## src/hdl/fat_chain_engine_unit_defines.svh

```systemverilog
// Assertion macros for the FAT chain engine.
// No dependencies; taken in by the top level.
`ifndef FAT_CHAIN_ENGINE_UNIT_DEFINES_SVH
`define FAT_CHAIN_ENGINE_UNIT_DEFINES_SVH

// Same-cycle implication, disabled in reset.
`define FCE_ASSERT_IMPLY(lbl, clk, rst_n, ante, cons, msg) \
    lbl: assert property (@(posedge clk) disable iff (!rst_n) (ante) |-> (cons)) \
        else $error(msg);

// Next-cycle implication, disabled in reset.
`define FCE_ASSERT_NEXT(lbl, clk, rst_n, ante, cons, msg) \
    lbl: assert property (@(posedge clk) disable iff (!rst_n) (ante) |=> (cons)) \
        else $error(msg);

`endif

```

## src/hdl/fce_pkg.sv

```systemverilog
// Package for the FAT chain engine: item types, microcode format and program.
// No dependencies.
package fce_pkg;

    localparam int unsigned DefDepth        = 8192;
    localparam logic [15:0] EndMark         = 16'hFFFF;
    localparam logic [13:0] BlockCountReset = 14'd8192;
    localparam int unsigned CfgAddrWidth    = 3;

    localparam logic [2:0] FnLoad  = 3'd0;
    localparam logic [2:0] FnRead  = 3'd1;
    localparam logic [2:0] FnAlloc = 3'd2;
    localparam logic [2:0] FnFree  = 3'd3;
    localparam logic [2:0] FnLast  = 3'd4;
    localparam logic [2:0] FnWalk  = 3'd5;

    typedef struct packed {
        logic [2:0]  func;
        logic [15:0] chain_index;
        logic [15:0] entry_value;
        logic [15:0] block_steps;
    } t_in_item;

    typedef struct packed {
        logic [15:0] result_index;
        logic [1:0]  status;
    } t_out_item;

    typedef enum logic [1:0] {
        ST_OK      = 2'd0,
        ST_NOFREE  = 2'd1,
        ST_PASTEND = 2'd2,
        ST_BAD     = 2'd3
    } t_status;

    typedef enum logic [3:0] {
        A_NOP,
        A_RD_IDX,
        A_RD_CNT,
        A_WR_IDX_VAL,
        A_WR_TAIL,
        A_WR_SLOT_END,
        A_CLR_ADV,
        A_ADV,
        A_SCAN
    } t_act;

    typedef enum logic [3:0] {
        C_NEVER,
        C_ALWAYS,
        C_IDX_END,
        C_IDX_GE_N,
        C_TAIL_BAD,
        C_WALK_BAD,
        C_CNT_GE_N,
        C_RD_NZ,
        C_RD_END,
        C_RD_NOT_END,
        C_LINK_OK,
        C_CNT_GE_STEPS
    } t_cond;

    typedef enum logic [2:0] {
        RS_ZERO,
        RS_IDX,
        RS_RD,
        RS_CNT,
        RS_END
    } t_rsel;

    typedef logic [4:0] t_pc;

    typedef struct packed {
        t_act    act;
        t_cond   cond;
        t_pc     target;
        logic    done;
        t_rsel   rsel;
        t_status st;
    } t_uword;

    typedef struct packed {
        logic idx_end;
        logic idx_ge_n;
        logic cnt_ge_n;
        logic cnt1_ge_n;
        logic cnt_ge_steps;
        logic rd_zero;
        logic rd_end;
        logic rd_ge_n;
    } t_flags;

    // program labels
    localparam t_pc PcBad     = 5'd0;
    localparam t_pc PcNoFree  = 5'd1;
    localparam t_pc PcPastEnd = 5'd2;
    localparam t_pc PcOkZero  = 5'd3;
    localparam t_pc PcOkEnd   = 5'd4;
    localparam t_pc PcLoad    = 5'd5;
    localparam t_pc PcRead    = 5'd7;
    localparam t_pc PcAlloc   = 5'd9;
    localparam t_pc PcScan    = 5'd10;
    localparam t_pc PcFree    = 5'd14;
    localparam t_pc PcFreeRd  = 5'd15;
    localparam t_pc PcLast    = 5'd18;
    localparam t_pc PcLastRd  = 5'd19;
    localparam t_pc PcLastHit = 5'd23;
    localparam t_pc PcWalk    = 5'd24;
    localparam t_pc PcWalkEnd = 5'd28;

    function automatic t_uword mk(t_act a, t_cond c, t_pc t, logic d, t_rsel r, t_status s);
        t_uword w;
        w.act    = a;
        w.cond   = c;
        w.target = t;
        w.done   = d;
        w.rsel   = r;
        w.st     = s;
        return w;
    endfunction

    function automatic t_uword step(t_act a, t_cond c, t_pc t);
        return mk(a, c, t, 1'b0, RS_ZERO, ST_OK);
    endfunction

    function automatic t_uword fin(t_act a, t_rsel r, t_status s);
        return mk(a, C_NEVER, PcBad, 1'b1, r, s);
    endfunction

    function automatic t_uword ucode(t_pc pc);
        t_uword w;
        case (pc)
            5'd0:  w = fin(A_NOP, RS_ZERO, ST_BAD);
            5'd1:  w = fin(A_NOP, RS_ZERO, ST_NOFREE);
            5'd2:  w = fin(A_NOP, RS_END, ST_PASTEND);
            5'd3:  w = fin(A_NOP, RS_ZERO, ST_OK);
            5'd4:  w = fin(A_NOP, RS_END, ST_OK);
            // load
            5'd5:  w = step(A_NOP, C_IDX_GE_N, PcBad);
            5'd6:  w = fin(A_WR_IDX_VAL, RS_ZERO, ST_OK);
            // read
            5'd7:  w = step(A_RD_IDX, C_IDX_GE_N, PcBad);
            5'd8:  w = fin(A_NOP, RS_RD, ST_OK);
            // allocate: scan for the lowest free entry
            5'd9:  w = step(A_NOP, C_TAIL_BAD, PcBad);
            5'd10: w = step(A_RD_CNT, C_CNT_GE_N, PcNoFree);
            5'd11: w = step(A_SCAN, C_RD_NZ, PcScan);
            5'd12: w = step(A_WR_TAIL, C_NEVER, PcBad);
            5'd13: w = fin(A_WR_SLOT_END, RS_CNT, ST_OK);
            // free chain
            5'd14: w = step(A_NOP, C_IDX_END, PcOkZero);
            5'd15: w = step(A_RD_IDX, C_WALK_BAD, PcBad);
            5'd16: w = step(A_CLR_ADV, C_RD_NOT_END, PcFreeRd);
            5'd17: w = fin(A_NOP, RS_ZERO, ST_OK);
            // find last
            5'd18: w = step(A_NOP, C_IDX_END, PcOkEnd);
            5'd19: w = step(A_RD_IDX, C_IDX_GE_N, PcBad);
            5'd20: w = step(A_NOP, C_RD_END, PcLastHit);
            5'd21: w = step(A_ADV, C_LINK_OK, PcLastRd);
            5'd22: w = fin(A_NOP, RS_ZERO, ST_BAD);
            5'd23: w = fin(A_NOP, RS_IDX, ST_OK);
            // walk
            5'd24: w = step(A_NOP, C_CNT_GE_STEPS, PcWalkEnd);
            5'd25: w = step(A_NOP, C_IDX_END, PcPastEnd);
            5'd26: w = step(A_RD_IDX, C_WALK_BAD, PcBad);
            5'd27: w = step(A_ADV, C_ALWAYS, PcWalk);
            5'd28: w = step(A_NOP, C_TAIL_BAD, PcBad);
            5'd29: w = fin(A_NOP, RS_IDX, ST_OK);
            default: w = fin(A_NOP, RS_ZERO, ST_BAD);
        endcase
        return w;
    endfunction

    function automatic t_pc entry_pc(logic [2:0] func);
        t_pc p;
        case (func)
            FnLoad:  p = PcLoad;
            FnRead:  p = PcRead;
            FnAlloc: p = PcAlloc;
            FnFree:  p = PcFree;
            FnLast:  p = PcLast;
            FnWalk:  p = PcWalk;
            default: p = PcBad;
        endcase
        return p;
    endfunction

endpackage

```

## src/hdl/fce_seq.sv

```systemverilog
// Microcode sequencer: step counter, program ROM lookup and branch logic.
// Depends on fce_pkg.
module fce_seq (
    input  logic           i_clk,
    input  logic           i_rst_n,
    input  logic           i_start,
    input  logic [2:0]     i_func,
    input  fce_pkg::t_flags i_flags,
    input  logic           i_out_free,
    output logic           o_busy,
    output logic           o_go,
    output fce_pkg::t_uword o_uword
);
    import fce_pkg::*;

    t_pc    r_pc;
    logic   r_busy;
    t_uword w_uw;
    logic   w_taken;
    logic   w_go;

    assign w_uw = ucode(r_pc);

    always_comb begin
        case (w_uw.cond)
            C_NEVER:        w_taken = 1'b0;
            C_ALWAYS:       w_taken = 1'b1;
            C_IDX_END:      w_taken = i_flags.idx_end;
            C_IDX_GE_N:     w_taken = i_flags.idx_ge_n;
            C_TAIL_BAD:     w_taken = !i_flags.idx_end && i_flags.idx_ge_n;
            C_WALK_BAD:     w_taken = i_flags.idx_ge_n || i_flags.cnt_ge_n;
            C_CNT_GE_N:     w_taken = i_flags.cnt_ge_n;
            C_RD_NZ:        w_taken = !i_flags.rd_zero;
            C_RD_END:       w_taken = i_flags.rd_end;
            C_RD_NOT_END:   w_taken = !i_flags.rd_end;
            C_LINK_OK:      w_taken = !i_flags.rd_ge_n && !i_flags.cnt1_ge_n;
            C_CNT_GE_STEPS: w_taken = i_flags.cnt_ge_steps;
            default:        w_taken = 1'b0;
        endcase
    end

    // a finishing step waits for room in the output register
    assign w_go = r_busy && (!w_uw.done || i_out_free);

    always_ff @(posedge i_clk) begin
        if (!i_rst_n) begin
            r_busy <= 1'b0;
            r_pc   <= PcBad;
        end else if (i_start) begin
            r_busy <= 1'b1;
            r_pc   <= entry_pc(i_func);
        end else if (w_go) begin
            if (w_uw.done) begin
                r_busy <= 1'b0;
            end else if (w_taken) begin
                r_pc <= w_uw.target;
            end else begin
                r_pc <= r_pc + t_pc'(1);
            end
        end
    end

    assign o_busy  = r_busy;
    assign o_go    = w_go;
    assign o_uword = w_uw;

endmodule

```

## config.mk

```make
export PLATFORM = sky130hd
export DESIGN_NAME = fce_seq
export DESIGN_NICKNAME = d
export VERILOG_FILES = /design/src/hdl/fat_chain_engine_unit_defines.svh /design/src/hdl/fce_pkg.sv /design/src/hdl/fce_seq.sv
export SDC_FILE = /design/constraint.sdc
export NUM_CORES = 1
export LEC_CHECK = 0
export ABC_AREA = 1
export BUFFER_PORTS_ARGS = -buffer_cell sky130_fd_sc_hd__buf_2
export CAP_MARGIN = 20
export CORE_ASPECT_RATIO = 0.8
export CORE_UTILIZATION = 54
export DETAILED_ROUTE_END_ITERATION = 16
export HOLD_SLACK_MARGIN = 0.15
export PLACE_DENSITY = 0.92
export SETUP_SLACK_MARGIN = 0.1
export SYNTH_ARGS = -nofsm -noshare
export SYNTH_HDL_FRONTEND = slang
export SYNTH_SLANG_ARGS = --single-unit
```

## constraint.sdc

```tcl
create_clock -name i_clk -period 2.1 [get_ports i_clk]
set_input_delay 0.42 -clock i_clk [delete_from_list [all_inputs] [get_ports i_clk]]
set_output_delay 0.42 -clock i_clk [all_outputs]
set_load 0.02 [all_outputs]
```

# ---- Word level (Yosys, flattened, before mapping)
# Memories as Yosys holds them, arrays and structs flattened. A register that Yosys moved wholly into a read port is not among the register bits.
# Index checks and enable logic that the tools add are counted.
dict set report classes {
  n_addsub 1
  eq_ne 17
  n_mux 11
  reduce_logical 16
}
# cell n
set op_table {}
lappend op_table {{5-bit 2-to-1 mux} 6}
lappend op_table {{5-bit one-hot mux with 6 select lines} 1}
lappend op_table {{4-bit by 3-bit == test with 1-bit output (second input constant)} 4}
lappend op_table {{4-bit == test (second input constant)} 4}
lappend op_table {{1-bit one-hot mux with 11 select lines} 1}
lappend op_table {{4-bit by 2-bit == test with 1-bit output (second input constant)} 2}
lappend op_table {{3-bit by 2-bit == test with 1-bit output (second input constant)} 2}
lappend op_table {{3-bit == test (second input constant)} 2}
lappend op_table {{1-bit zero test} 6}
lappend op_table {{5-bit by 1-bit adder with 5-bit output (second input constant)} 1}
lappend op_table {{4-bit by 1-bit == test with 1-bit output (second input constant)} 1}
lappend op_table {{2-bit AND reduction} 2}
lappend op_table {{2-bit nonzero test} 2}
lappend op_table {{3-bit by 1-bit == test with 1-bit output (second input constant)} 1}
lappend op_table {{1-bit logical AND} 3}
lappend op_table {{3-bit zero test} 1}
lappend op_table {{1-bit 2-to-1 mux} 3}
lappend op_table {{1-bit logical OR} 2}
lappend op_table {{2-bit inequality test (second input constant)} 1}
dict set report totals {
  ff_bits 6
  rom_bits 608
  out_inout_bits 21
  wordCells 48
  n_memories 1
}
# name depth width read_ports rd_clocked_by_memory_dff write_ports line
set memory_table {}
lappend memory_table {{(no name shown)} 32 19 1 1 0 fce_pkg.sv:132} ;# case (pc)

# ---- Logic depth before layout (Yosys ltp)
# Gate-level depths: netlist (run 1).
dict set report depth {
  word_depth 9
  mapped_depth 20
}

# ---- Worst setup path after synthesis (run 1)
# OpenSTA, ideal clock, no wires.
dict set report synth_path {
  path_kind {register to register}
  startpoint {register o_uword[12] (netlist name)}
  endpoint {register o_uword[7] (netlist name)}
  t_arrival_ps 1819
  setup_slack_ps 220
  path_stages_with_launch 16
  synth_period_minus_slack_ps 1880
  cell_sequence {dfxtp_1 > buf_6 > nand2_1 > o21ai_1 > nand2_1 > nand3_4 > nand3_4 > nand2_2 > nand3_2 > nand2_2 > nand2_2 > nand2_4 > buf_12 > nand3_2 > or2_0 > nand3_1}
}
dict set report synth_via {
  elab_chain_cells 8
}
# element line
set synth_rtl {}
lappend synth_rtl {{4-bit == test (tied with other cells)} fce_seq.sv:25} ;# case (w_uw.cond)
lappend synth_rtl {{1-bit one-hot mux with 11 select lines *} fce_seq.sv:25}
lappend synth_rtl {{5-bit 2-to-1 mux *} fce_seq.sv:55} ;# end else if (w_taken) begin
lappend synth_rtl {{5-bit 2-to-1 mux *} fce_seq.sv:53} ;# if (w_uw.done) begin
lappend synth_rtl {{5-bit 2-to-1 mux *} fce_seq.sv:52} ;# end else if (w_go) begin
lappend synth_rtl {{5-bit 2-to-1 mux *} fce_seq.sv:49} ;# end else if (i_start) begin
lappend synth_rtl {{5-bit 2-to-1 mux (no line) * (2 in a row)} --}
# Every way passes the cells marked *; elsewhere a longest branch is shown, timed or not. The select of a mux whose other input is x is not followed.
# A chain may end at the register's enable or synchronous reset.

# ---- Worst setup path in the final report (run 1)
dict set report layout_path {
  startpoint {register o_uword[11] (netlist name)}
  endpoint {register o_uword[13] (netlist name)}
}
dict set report layout_via {
  elab_chain_cells 8
}
# element line
set layout_rtl {}
lappend layout_rtl {{4-bit == test (tied with other cells)} fce_seq.sv:25}
lappend layout_rtl {{1-bit one-hot mux with 11 select lines *} fce_seq.sv:25}
lappend layout_rtl {{5-bit 2-to-1 mux *} fce_seq.sv:55}
lappend layout_rtl {{5-bit 2-to-1 mux *} fce_seq.sv:53}
lappend layout_rtl {{5-bit 2-to-1 mux *} fce_seq.sv:52}
lappend layout_rtl {{5-bit 2-to-1 mux *} fce_seq.sv:49}
lappend layout_rtl {{5-bit 2-to-1 mux (no line) * (2 in a row)} --}
# Marks and branches as above.

==> results of run 1 <==
-- power by group through the flow --
stage / Combinational (mW) / Sequential, mW / Clock, mW
CTS: 0.459 / 0.551 / 0.291
global route: 0.639 / 0.557 / 0.318
finish: 0.604 / 0.552 / 0.295
global placement: 0.452 / 0.559 / 0
detailed placement: 0.455 / 0.561 / 0
floorplan: 0.291 / 0.599 / 0
-- per-layer routing --
metal | wire, um | vias to the layer above
met5 | 0 | -
met1 | 1960 | 828
li1 | - | 853
met2 | 2290 | 135
met4 | 260 | 0
met3 | 509 | 38
-- cell usage in the layout, fill, tap and decap left out, types with 3 or more instances in the layout --
cell      count
a21oi_1       8
a21oi_4       3
buf_2        35
buf_4        15
buf_6         4
clkbuf_8      3
dfxtp_1      23
inv_1        18
inv_2         6
nand2_1      48
nand2_2      15
nand2_4      10
nand2_8       3
nand3_1      16
nand3_2       4
nand3_4       4
nand4_1       6
nor2_1       11
nor2_4        5
o211ai_1      3
o21ai_0       7
o21ai_1       7
o21ai_2       3
xor2_1        3
-- final cells by class --
type / count / area (um^2)
Clock buffer: 3 / 41.3
Clock inverter: 1 / 7.51
Fill cell: 178 / 598
Inverter: 27 / 106
Multi-Input combinational cell: 170 / 1140
Sequential cell: 25 / 508
Tap cell: 38 / 47.5
Timing Repair Buffer: 54 / 333
-- final timing paths --
check | to | slack (ns) | cells past startpoint
setup / recovery | o_uword[13]$_DFF_P_ | 0.08 | 17
hold / removal | o_busy$_SDFFE_PN0P_ | 0.47 | 3
setup reg to reg | o_uword[13]$_DFF_P_ | 0.08 | 17
hold reg to reg | o_busy$_SDFFE_PN0P_ | 0.61 | 2
-- cells by family (layout without fill, tap and decap cells) --
kind of cell,count (synthesis),in the layout,share of synthesized area [%]
AO/OA/AOI/OAI,39,39,15.8
flip-flops,25,25,31.2
adder cells (fa/ha/maj),1,1,0.779
XOR/XNOR,3,3,1.64
buffers and inverters,31,85,9.27
AND/OR/NAND/NOR,125,127,41.4
-- state kept, by name, summed over array words and instances (netlist names) --
register	cells
o_busy	1
o_uword	19
r_pc	5
-- cell usage after synthesis (all sizes together), types with 2 or more instances --
master / count / area (um^2)
a21oi: 13 / 98.9
a31oi: 2 / 12.5
buf: 4 / 47.5
dfxtp: 25 / 500
inv: 26 / 97.6
nand2: 74 / 350
nand3: 24 / 165
nand4: 6 / 37.5
nor2: 19 / 100
o211ai: 3 / 22.5
o21ai: 19 / 106
xor2: 3 / 26.3
-- worst register-to-register path, stage by stage (launching register included) --
cell and delay (ns):
dfxtp_4 0.39, inv_2 0.05, nand2_2 0.05, nand2_1 0.05
nand2_1 0.07, nand2_2 0.06, nand2_4 0.10, nand3_4 0.13
nand2_2 0.09, nand3_2 0.06, nand2_2 0.08, nand2_4 0.08
buf_4 0.17, nor2_4 0.12, inv_1 0.08, nand2_1 0.09
nand2_1 0.09, o21ai_2 0.17
-- timing repair --
| item | CTS | global route |
|---|---|---|
| endpoints found under the setup margin | 12 | 18 |
| gates cloned | 0 | 2 |
| pin swaps | 0 | 9 |
| buffers inserted | 0 | 9 |
| resized for setup | 1 | 48 |
-- per-stage QoR --
| stage | area [um^2] | worst slack (ns) | setup TNS (ns) | utilization (%) |
|---|---|---|---|---|
| 2_1_floorplan | 1610 | 0.220 | 0 | - |
| 3_3_place_gp | 1860 | 0.0681 | 0 | 66.6 |
| 3_5_place_dp | 1860 | 0.000505 | 0 | 66.6 |
| 4_1_cts | 1910 | 0.103 | 0 | 68.4 |
| 5_1_grt | 2190 | -0.0456 | -0.0463 | 78.5 |
| 6_report | 2190 | 0.0805 | 0 | 78.5 |
==> impl_metrics.tcl, run 1 <==
set metrics [dict create \
    io_pins 36 \
    die_w_um 63.0 \
    seq_area_frac_synth_pct 31.2 \
    grt_start_max_net_pins 16 \
    stdcell_count 318 \
    cts_hold_buf 0 \
    drtIter0Drc 163 \
    grt_pass1_wl_um 6310 \
    dp.cells 303 \
    num_rows 17 \
    swShare_pct 40.4 \
    htreeDepth 1 \
    grt_overflow 0 \
    yosysUniqueCellTypes 32 \
    drc 0 \
    clk_pin_slew_ns 0.09 \
    arrival_ns 2.23 \
    gr-max-usage-layer "met2" \
    holdCritPathClass "input port to flip-flop" \
    reg2reg_from "o_uword[11]$_DFF_P_" \
    min_from "i_out_free" \
    power.internal_uw 864 \
    nets 297 \
    dieHeight_um 50.8 \
    crit_family "simple AND/OR/NAND/NOR gates" \
    p_per_area_nw_per_um2 663 \
    crit_type "flip-flop to flip-flop" \
    vias_per_cell 5.83 \
    cts_buffers 3 \
    yosys_warnings 0 \
    setup_viol 0 \
    cp_max_fo 7 \
    grt_util_met3_pct 3.64 \
    power.switching_uw 586 \
    fin_crit_sh_pct 96.2 \
    netlist_area_um2 1610 \
    crit_slowest_cell "dfxtp_4" \
    rsz0062_at_grt "yes" \
    cts_tree "yes" \
    max_clock_freq_mhz 495 \
    wl_per_cell_um 15.8 \
    gp_congestion 0.996 \
    p_leak_nw 1.08 \
    portBuffers 35 \
    seqPwrFrac_pct 38.0 \
    fin_skew_ns 0.00213 \
    p_comb_share_pct 41.7 \
    hold_viol_final 0 \
    first_global_vias 1371 \
    cts-root-buf "clkbuf_8" \
    synthToLayoutAreaGrowth_pct 36.2 \
    antenna_found_initial 0 \
    start_util_pct 57.7 \
    path_cells "inv_2, nand2_2, nand2_1, nand2_1, nand2_2, nand2_4, nand3_4, nand2_2, nand3_2, nand2_2, nand2_4, buf_4, nor2_4, inv_1, nand2_1, nand2_1, o21ai_2" \
    dieArea_um2 3200 \
    maxCapViolations 0 \
    holdWs_ns 0.468 \
    first_pass_iters 6 \
    vdd_drop_max_uv 455 \
    core-area_um2 2790 \
    finalCriticalPeriod_ns 2.02 \
    tightest_slew_ns 0.496 \
    clkSinkCount 25 \
    cp-start-kind "flip-flop" \
    crit_start "o_uword[11]$_DFF_P_" \
    layout-drive-gt1-share_pct 43.9 \
    crit_required_ns 2.31 \
    slew_violations 0 \
    syn_inst 224 \
    diodes 0 \
    grt_use_total_pct 25.5 \
    met2_usage_pct 39.6 \
    postSynth.asyncResetShare_pct 0 \
    ys.flop_type "dfxtp_1" \
    syn_area_per_cell_um2 7.17 \
    status "finished clean" \
    p_total_mw 1.45 \
    max_slew_margin_pct 66.9 \
    critical_path_buf_inv_count 3 \
    ant_nets 0 \
    met1_usage_pct 35.6 \
    syn_nets 240 \
    cts_buffer_depth 2 \
    cp-end-kind "flip-flop" \
    routed_wl_um 5020 \
    slowest_delay_ns 0.39 \
    dp_hpwl_um 2950 \
    clkPwrFrac_pct 20.3 \
    synth-edff-count 0 \
    vias 1854 \
    ys_seq_elements 25 \
    clock_latency_ns 0.28 \
]
No activity file was read; power rests on OpenSTA's default activity.
==> run 2: changes to the inputs <==
- CORE_UTILIZATION: 54 -> 55
- PLACE_DENSITY: 0.92 -> 0.79
- clock period: 2.1 -> 2.6 ns (I/O delays scaled with it)
==> run 2 against run 1 <==
Compared with the run above: sequential share of layout area rose by 4.5 points; register-to-register slack improved by 0.34 ns; via count fell by 16%; clock power fell by 41%; sequential power fell by 20%; power fell by 33%; clock skew rose by 0.0056 ns; utilization fell by 13 points; largest power group is now sequential cells.
==> impl_metrics.tcl, run 2 (synthesis results as in run 1) <==
set metrics [dict create \
    grt_overflow 0 \
    layout_commonest_cell "nand2_1" \
    vias 1560 \
    setup_viol 0 \
    cp-start-kind "flip-flop" \
    layout-drive-gt1-share_pct 31.3 \
    vias_per_cell 5.25 \
    crit_slowest_cell "dfxtp_1" \
    cts_hold_buf 0 \
    reg2reg_depth 13 \
    seqCellArea_um2 500 \
    rsz0062_at_grt "no" \
    reg2reg_slack_ns 0.42 \
    crit_family "simple AND/OR/NAND/NOR gates" \
    dp_slack_ns 0.308 \
    reg2reg_from "o_uword[12]$_DFF_P_" \
    portBuffers 35 \
    maxCapViolations 0 \
    dp_hpwl_um 2720 \
    slew_violations 0 \
    crit_required_ns 2.82 \
    hold_depth 3 \
    ctsResizeCount 0 \
    path_depth 13 \
    hold_viol_final 0 \
    max_slew_margin_pct 70.8 \
    path_common_cell "nand2_1" \
    cts_buffer_depth 2 \
    slowest_delay_ns 0.51 \
    p_per_area_nw_per_um2 535 \
    holdCritPathClass "input port to flip-flop" \
    grt_pass1_wl_um 6010 \
    clk_pin_slew_ns 0.13 \
    status "finished clean" \
    dieHeight_um 50.3 \
    arrival_ns 2.40 \
    vdd_drop_max_uv 294 \
    num_rows 17 \
    ant_nets 0 \
    tns_ns 0 \
    fin_ws_ns 0.422 \
    max_clock_freq_mhz 459 \
    hold_end "o_busy$_SDFFE_PN0P_" \
    clkSinkCount 25 \
    critical_path_buf_inv_count 1 \
    synthToLayoutAreaGrowth_pct 12.5 \
    fin_crit_sh_pct 83.8 \
    cts-root-buf "clkbuf_4" \
    nets 276 \
    crit_type "flip-flop to flip-flop" \
    routed_wl_um 3550 \
    cts_tree "yes" \
    multiInputGateArea_um2 957 \
    p_leak_nw 0.947 \
    io_pins 36 \
    grt_start_max_net_pins 16 \
    fill_cells 244 \
    diodes 0 \
    post_cts_buffers 0 \
    core-area_um2 2770 \
    die_w_um 62.4 \
    path_cells "nand2_1, o21ai_1, nand2_1, nand3_4, nand3_4, nand2_1, nand3_1, nand3_1, nand2_1, nand2_1, inv_2, nand3_1, o21ai_0" \
    start_util_pct 58.1 \
    cp_max_fo 13 \
    dieArea_um2 3140 \
    finalCriticalPeriod_ns 2.18 \
    cts_buffers 3 \
    clock_latency_ns 0.32 \
    htreeDepth 1 \
    min_from "i_out_free" \
    tightest_slew_ns 0.436 \
    final_cell_mix "57 x nand2_1, 35 x buf_2, 25 x dfxtp_1" \
    largest_reg_flops 19 \
    r2r_end "o_uword[6]$_DFF_P_" \
    wl_per_cell_um 12.0 \
    first_global_vias 1308 \
    drc 0 \
    p_total_uw 967 \
    fin_skew_ns 0.00775 \
    gp_congestion 0.922 \
    first_pass_iters 4 \
    drtIter0Drc 97 \
    antenna_found_initial 0 \
    cp-end-kind "flip-flop" \
    grt_use_total_pct 24.5 \
]
run 2: cell count changes in the layout (fill, tap and decap cells not counted), moves of 4 or more:
cell / change
nand2_4: -4
nor2_1: +4
buf_4: -15
nand2_1: +9
buf_6: -4
nand2_2: -4
nor2_4: -4
run 2: worst max-delay path by stage:
stage | slack (ns) | endpoint | from
floorplan | 0.72 | o_uword[7]$_DFF_P_ | o_uword[12]$_DFF_P_
global placement | 0.36 | o_uword[11]$_DFF_P_ | i_start
detailed placement | 0.31 | o_uword[6]$_DFF_P_ | i_flags[6]
CTS | 0.43 | o_uword[6]$_DFF_P_ | o_uword[12]$_DFF_P_
global route | 0.14 | o_uword[6]$_DFF_P_ | o_uword[12]$_DFF_P_
finish | 0.42 | o_uword[6]$_DFF_P_ | o_uword[12]$_DFF_P_
run 2: power by group:
part           internal, mW  switching (mW)  total [mW]
clock                0.0602           0.113       0.173
sequential            0.418          0.0261       0.444
combinational         0.109           0.240       0.349
total                 0.588           0.379       0.967
run 2: cell type report:
type,instances,area share [%]
Clock buffer,4,1.45
Tap cell,38,2.63
Multi-Input combinational cell,168,52.9
Sequential cell,25,27.7
Timing Repair Buffer,35,9.69
Inverter,27,5.61
run 2: routing by layer:
layer | GRT usage, % | part of all wire, %
met1 | 35.7 | 49
met2 | 35.7 | 43
met3 | 3.41 | 6.2
met4 | 10.5 | 1.5
met5 | 0 | 0
run 2: metrics by stage:
stage | instance area, um^2 | util, % | instances | hold slack [ns]
floorplan | 1610 | - | 224 | 0.588
global placement | 1780 | 64.4 | 293 | 0.569
detailed placement | 1780 | 64.4 | 293 | 0.586
CTS | 1810 | 65.4 | 297 | 0.483
global route | 1810 | 65.4 | 297 | 0.474
finish | 1810 | 65.4 | 297 | 0.489
run 2: tightest hold or removal path: cells and delay by family:
| family | cells | cell delay, ns |
|---|---|---|
| AOI/OAI and AO/OA | 2 | 0.18 |
| buffers and inverters | 1 | 0.09 |
==> run 3: changes to the inputs <==
- ABC_AREA: 1 -> 0
- CORE_UTILIZATION: 55 -> 48
- PLACE_DENSITY: 0.79 -> 0.73
- clock period: 2.6 -> 1.8 ns (I/O delays scaled with it)
==> run 3 against run 2 <==
Compared with the run above: the run now ends with setup timing left; power increased to 2.5 times the previous value; sequential cell count unchanged; hold slack got worse by 0.086 ns; die area increased by 10%; register-to-register slack got worse by 1.2 ns; critical path depth decreased by 3; combinational power increased to 4.0 times the previous value; synthesized area decreased by 3.3%; cell count increased by 18%; via count increased by 52%; non-clock buffer count increased by 86; wire length increased by 150%; highest routed layer unchanged.
==> impl_metrics.tcl, run 3 <==
set metrics [dict create \
    status "complete, but fails checks" \
    failed_checks "setup timing" \
    final_cell_mix "66 x buf_4, 35 x buf_2, 21 x dfxtp_1" \
    muxShareOfSynthArea_pct 0.645 \
    p_per_area_nw_per_um2 834 \
    power.internal_mw 1.41 \
    maxCapViolations 0 \
    yosys-top-cells-count "25 x dfxtp_1, 21 x nor2_1, 20 x nand2_1, 15 x a21oi_1, 9 x nor3_1" \
    fin_ws_ns -0.749 \
    wl_per_cell_um 24.9 \
    ant_nets 0 \
    p_comb_share_pct 57.6 \
    finalCriticalPeriod_ns 2.55 \
    cts_buffers 3 \
    synth-compound-area-share_pct 32.0 \
    die_w_um 65.6 \
    htreeDepth 1 \
    portBuffers 35 \
    num_rows 18 \
    diodes 0 \
    netlist_area_um2 1550 \
    setup_viol 24 \
    power.switching_mw 1.02 \
    seqCellArea_um2 513 \
    swShare_pct 42.0 \
    ys.flop_type "dfxtp_1" \
    cts_tree "yes" \
    core-area_um2 3090 \
    fill_cells 89 \
    tns_ns -11.74 \
    grt_use_total_pct 34.7 \
    syn_inst 196 \
    p_leak_nw 1.27 \
    grt_pass1_wl_um 9020 \
    yosys.area.top_type "dfxtp_1" \
    ys_seq_elements 25 \
    yosysUniqueCellTypes 53 \
    layout-drive-gt1-share_pct 62.6 \
    start_util_pct 50.3 \
    postSynth.asyncResetShare_pct 0 \
    slew_violations 0 \
    grt_overflow 0 \
    crit_type "flip-flop to flip-flop" \
    layout_commonest_cell "buf_4" \
    gp_congestion 0.902 \
    drtIter0Drc 317 \
    dieHeight_um 52.9 \
    clock_latency_ns 0.28 \
    cp-end-kind "flip-flop" \
    rsz0062_at_grt "yes" \
    yosys.area_share.simple_pct 24.3 \
    first_pass_iters 6 \
    io_pins 36 \
    drc 0 \
    dp_slack_ns -0.656 \
    crit_required_ns 1.98 \
    grt_start_max_net_pins 16 \
    synth_top_family_by_area "compound AO/OA/AOI/OAI gates" \
    yosys_warnings 0 \
    cts_buffer_depth 2 \
    seqPwrFrac_pct 27.5 \
    cp-start-kind "flip-flop" \
    synth-edff-count 0 \
    nets 327 \
    vias_per_cell 6.79 \
    holdCritPathClass "input port to flip-flop" \
    syn_nets 212 \
    dp_hpwl_um 3990 \
    fin_skew_ns 0.0110 \
    synth_area_leaders "dfxtp_1 32%, nor2_1 5.1%, a21oi_1 4.8%" \
    vdd_drop_max_uv 732 \
    syn_area_per_cell_um2 7.92 \
    synth_xor_area_share_pct 3.95 \
    synth.top_cell.area_share_pct 32.2 \
    largest_reg_flops 19 \
    cts_hold_buf 0 \
    seq_area_frac_synth_pct 32.2 \
    first_global_vias 1879 \
    synth.most_common_cell "dfxtp_1" \
    cts-root-buf "clkbuf_8" \
    post-route-util_pct 94.4 \
    arrival_ns 2.73 \
    multiInputGateArea_um2 1380 \
    clk_pin_slew_ns 0.10 \
    clkPwrFrac_pct 14.9 \
    routed_wl_um 8720 \
    dieArea_um2 3470 \
    p_total_mw 2.43 \
    max_clock_freq_mhz 392 \
    vias 2376 \
    dp.cells 323 \
    fin_crit_sh_pct 142 \
    stdcell_count 350 \
    hold_viol_final 0 \
    antenna_found_initial 0 \
    cp_max_fo 7 \
    tightest_slew_ns 0.650 \
    clkSinkCount 25 \
    max_slew_margin_pct 56.6 \
    yosys.area_share.adder_pct 0.806 \
    synthToLayoutAreaGrowth_pct 87.5 \
]
[run 3: cell count changes after synthesis, moves of 6 or more]
cell      before  now
nand3_1       18    8
o21ai_1        9    2
nand2_4        6    0
nor3_1         1    9
nor2_1        15   21
nand2b_1       0    7
nand4_1        6    0
inv_2          8    0
nand2_2       11    0
inv_1         18    7
a21oi_1        8   15
nand2_1       57   20
xnor2_1        0    6
[run 3: path summary, 6_finish.rpt]
| kind | to | slack (ns) | cells past startpoint | from |
|---|---|---|---|---|
| worst max-delay path | o_uword[15]$_DFF_P_ | -0.75 | 10 | o_uword[14]$_SDFF_PP0_ |
| worst min-delay path | o_uword[6]$_DFF_P_ | 0.40 | 2 | i_rst_n |
| worst max register to register | o_uword[15]$_DFF_P_ | -0.75 | 10 | o_uword[14]$_SDFF_PP0_ |
| worst min register to register | o_busy$_SDFFE_PN0P_ | 0.70 | 4 | o_uword[5]$_DFF_P_ |
[run 3: final cells by class]
class / instances / area share [%]
inverters: 7 / 0.988
clock buffers: 3 / 1.42
clock inverters: 1 / 0.215
flip-flops and latches: 25 / 17.6
repair buffers: 121 / 30.6
multi-input cells: 153 / 47.4
well taps: 40 / 1.72
[run 3: per-layer routing]
layer / global-route usage (%) / routed length (um) / vias up
li1: - / - / 949
met1: 46.9 / 3110 / 1084
met2: 58.9 / 3820 / 255
met3: 4.96 / 1100 / 88
met4: 6.88 / 688 / 0
met5: 0 / 0 / -
[run 3: cell families after synthesis]
logic type,after synthesis
XOR/XNOR,7
multiplexers,1
flip-flops,25
adder cells (fa/ha/maj),1
AO/OA/AOI/OAI,64
AND/OR/NAND/NOR,79
buffers and inverters,19
[run 3: what timing repair did]
| item | CTS | global route |
|---|---|---|
| buffers inserted | 12 | 11 |
| pin swaps | 16 | 26 |
| resized for setup | 32 | 47 |
| endpoints found under the setup margin | 24 | 24 |
| gates cloned | 0 | 2 |
[run 3: through the flow]
step	hold slack (ns)	cell area, um^2
6_report	0.403	2910
5_1_grt	0.397	2910
4_1_cts	0.394	2590
3_5_place_dp	0.633	2330
3_3_place_gp	0.613	2330
2_1_floorplan	0.463	1710
[run 3: worst max-delay path: stages (launching register included)]
cell	delay (ns)
dfxtp_4	0.38
nand2b_1	0.20
a21oi_4	0.15
o221ai_4	0.14
or2_4	0.32
o311ai_4	0.34
buf_6	0.19
buf_4	0.14
mux2i_1	0.27
o22ai_1	0.15
o2bb2ai_1	0.15
[run 3: power by group through the flow]
| stage | combinational [mW] | clock (mW) | sequential (mW) |
|---|---|---|---|
| 6_report | 1.40 | 0.362 | 0.668 |
| 3_3_place_gp | 0.901 | 0 | 0.661 |
| 2_1_floorplan | 0.490 | 0 | 0.709 |
| 5_1_grt | 1.43 | 0.376 | 0.671 |
| 4_1_cts | 1.06 | 0.351 | 0.652 |
| 3_5_place_dp | 0.917 | 0 | 0.665 |
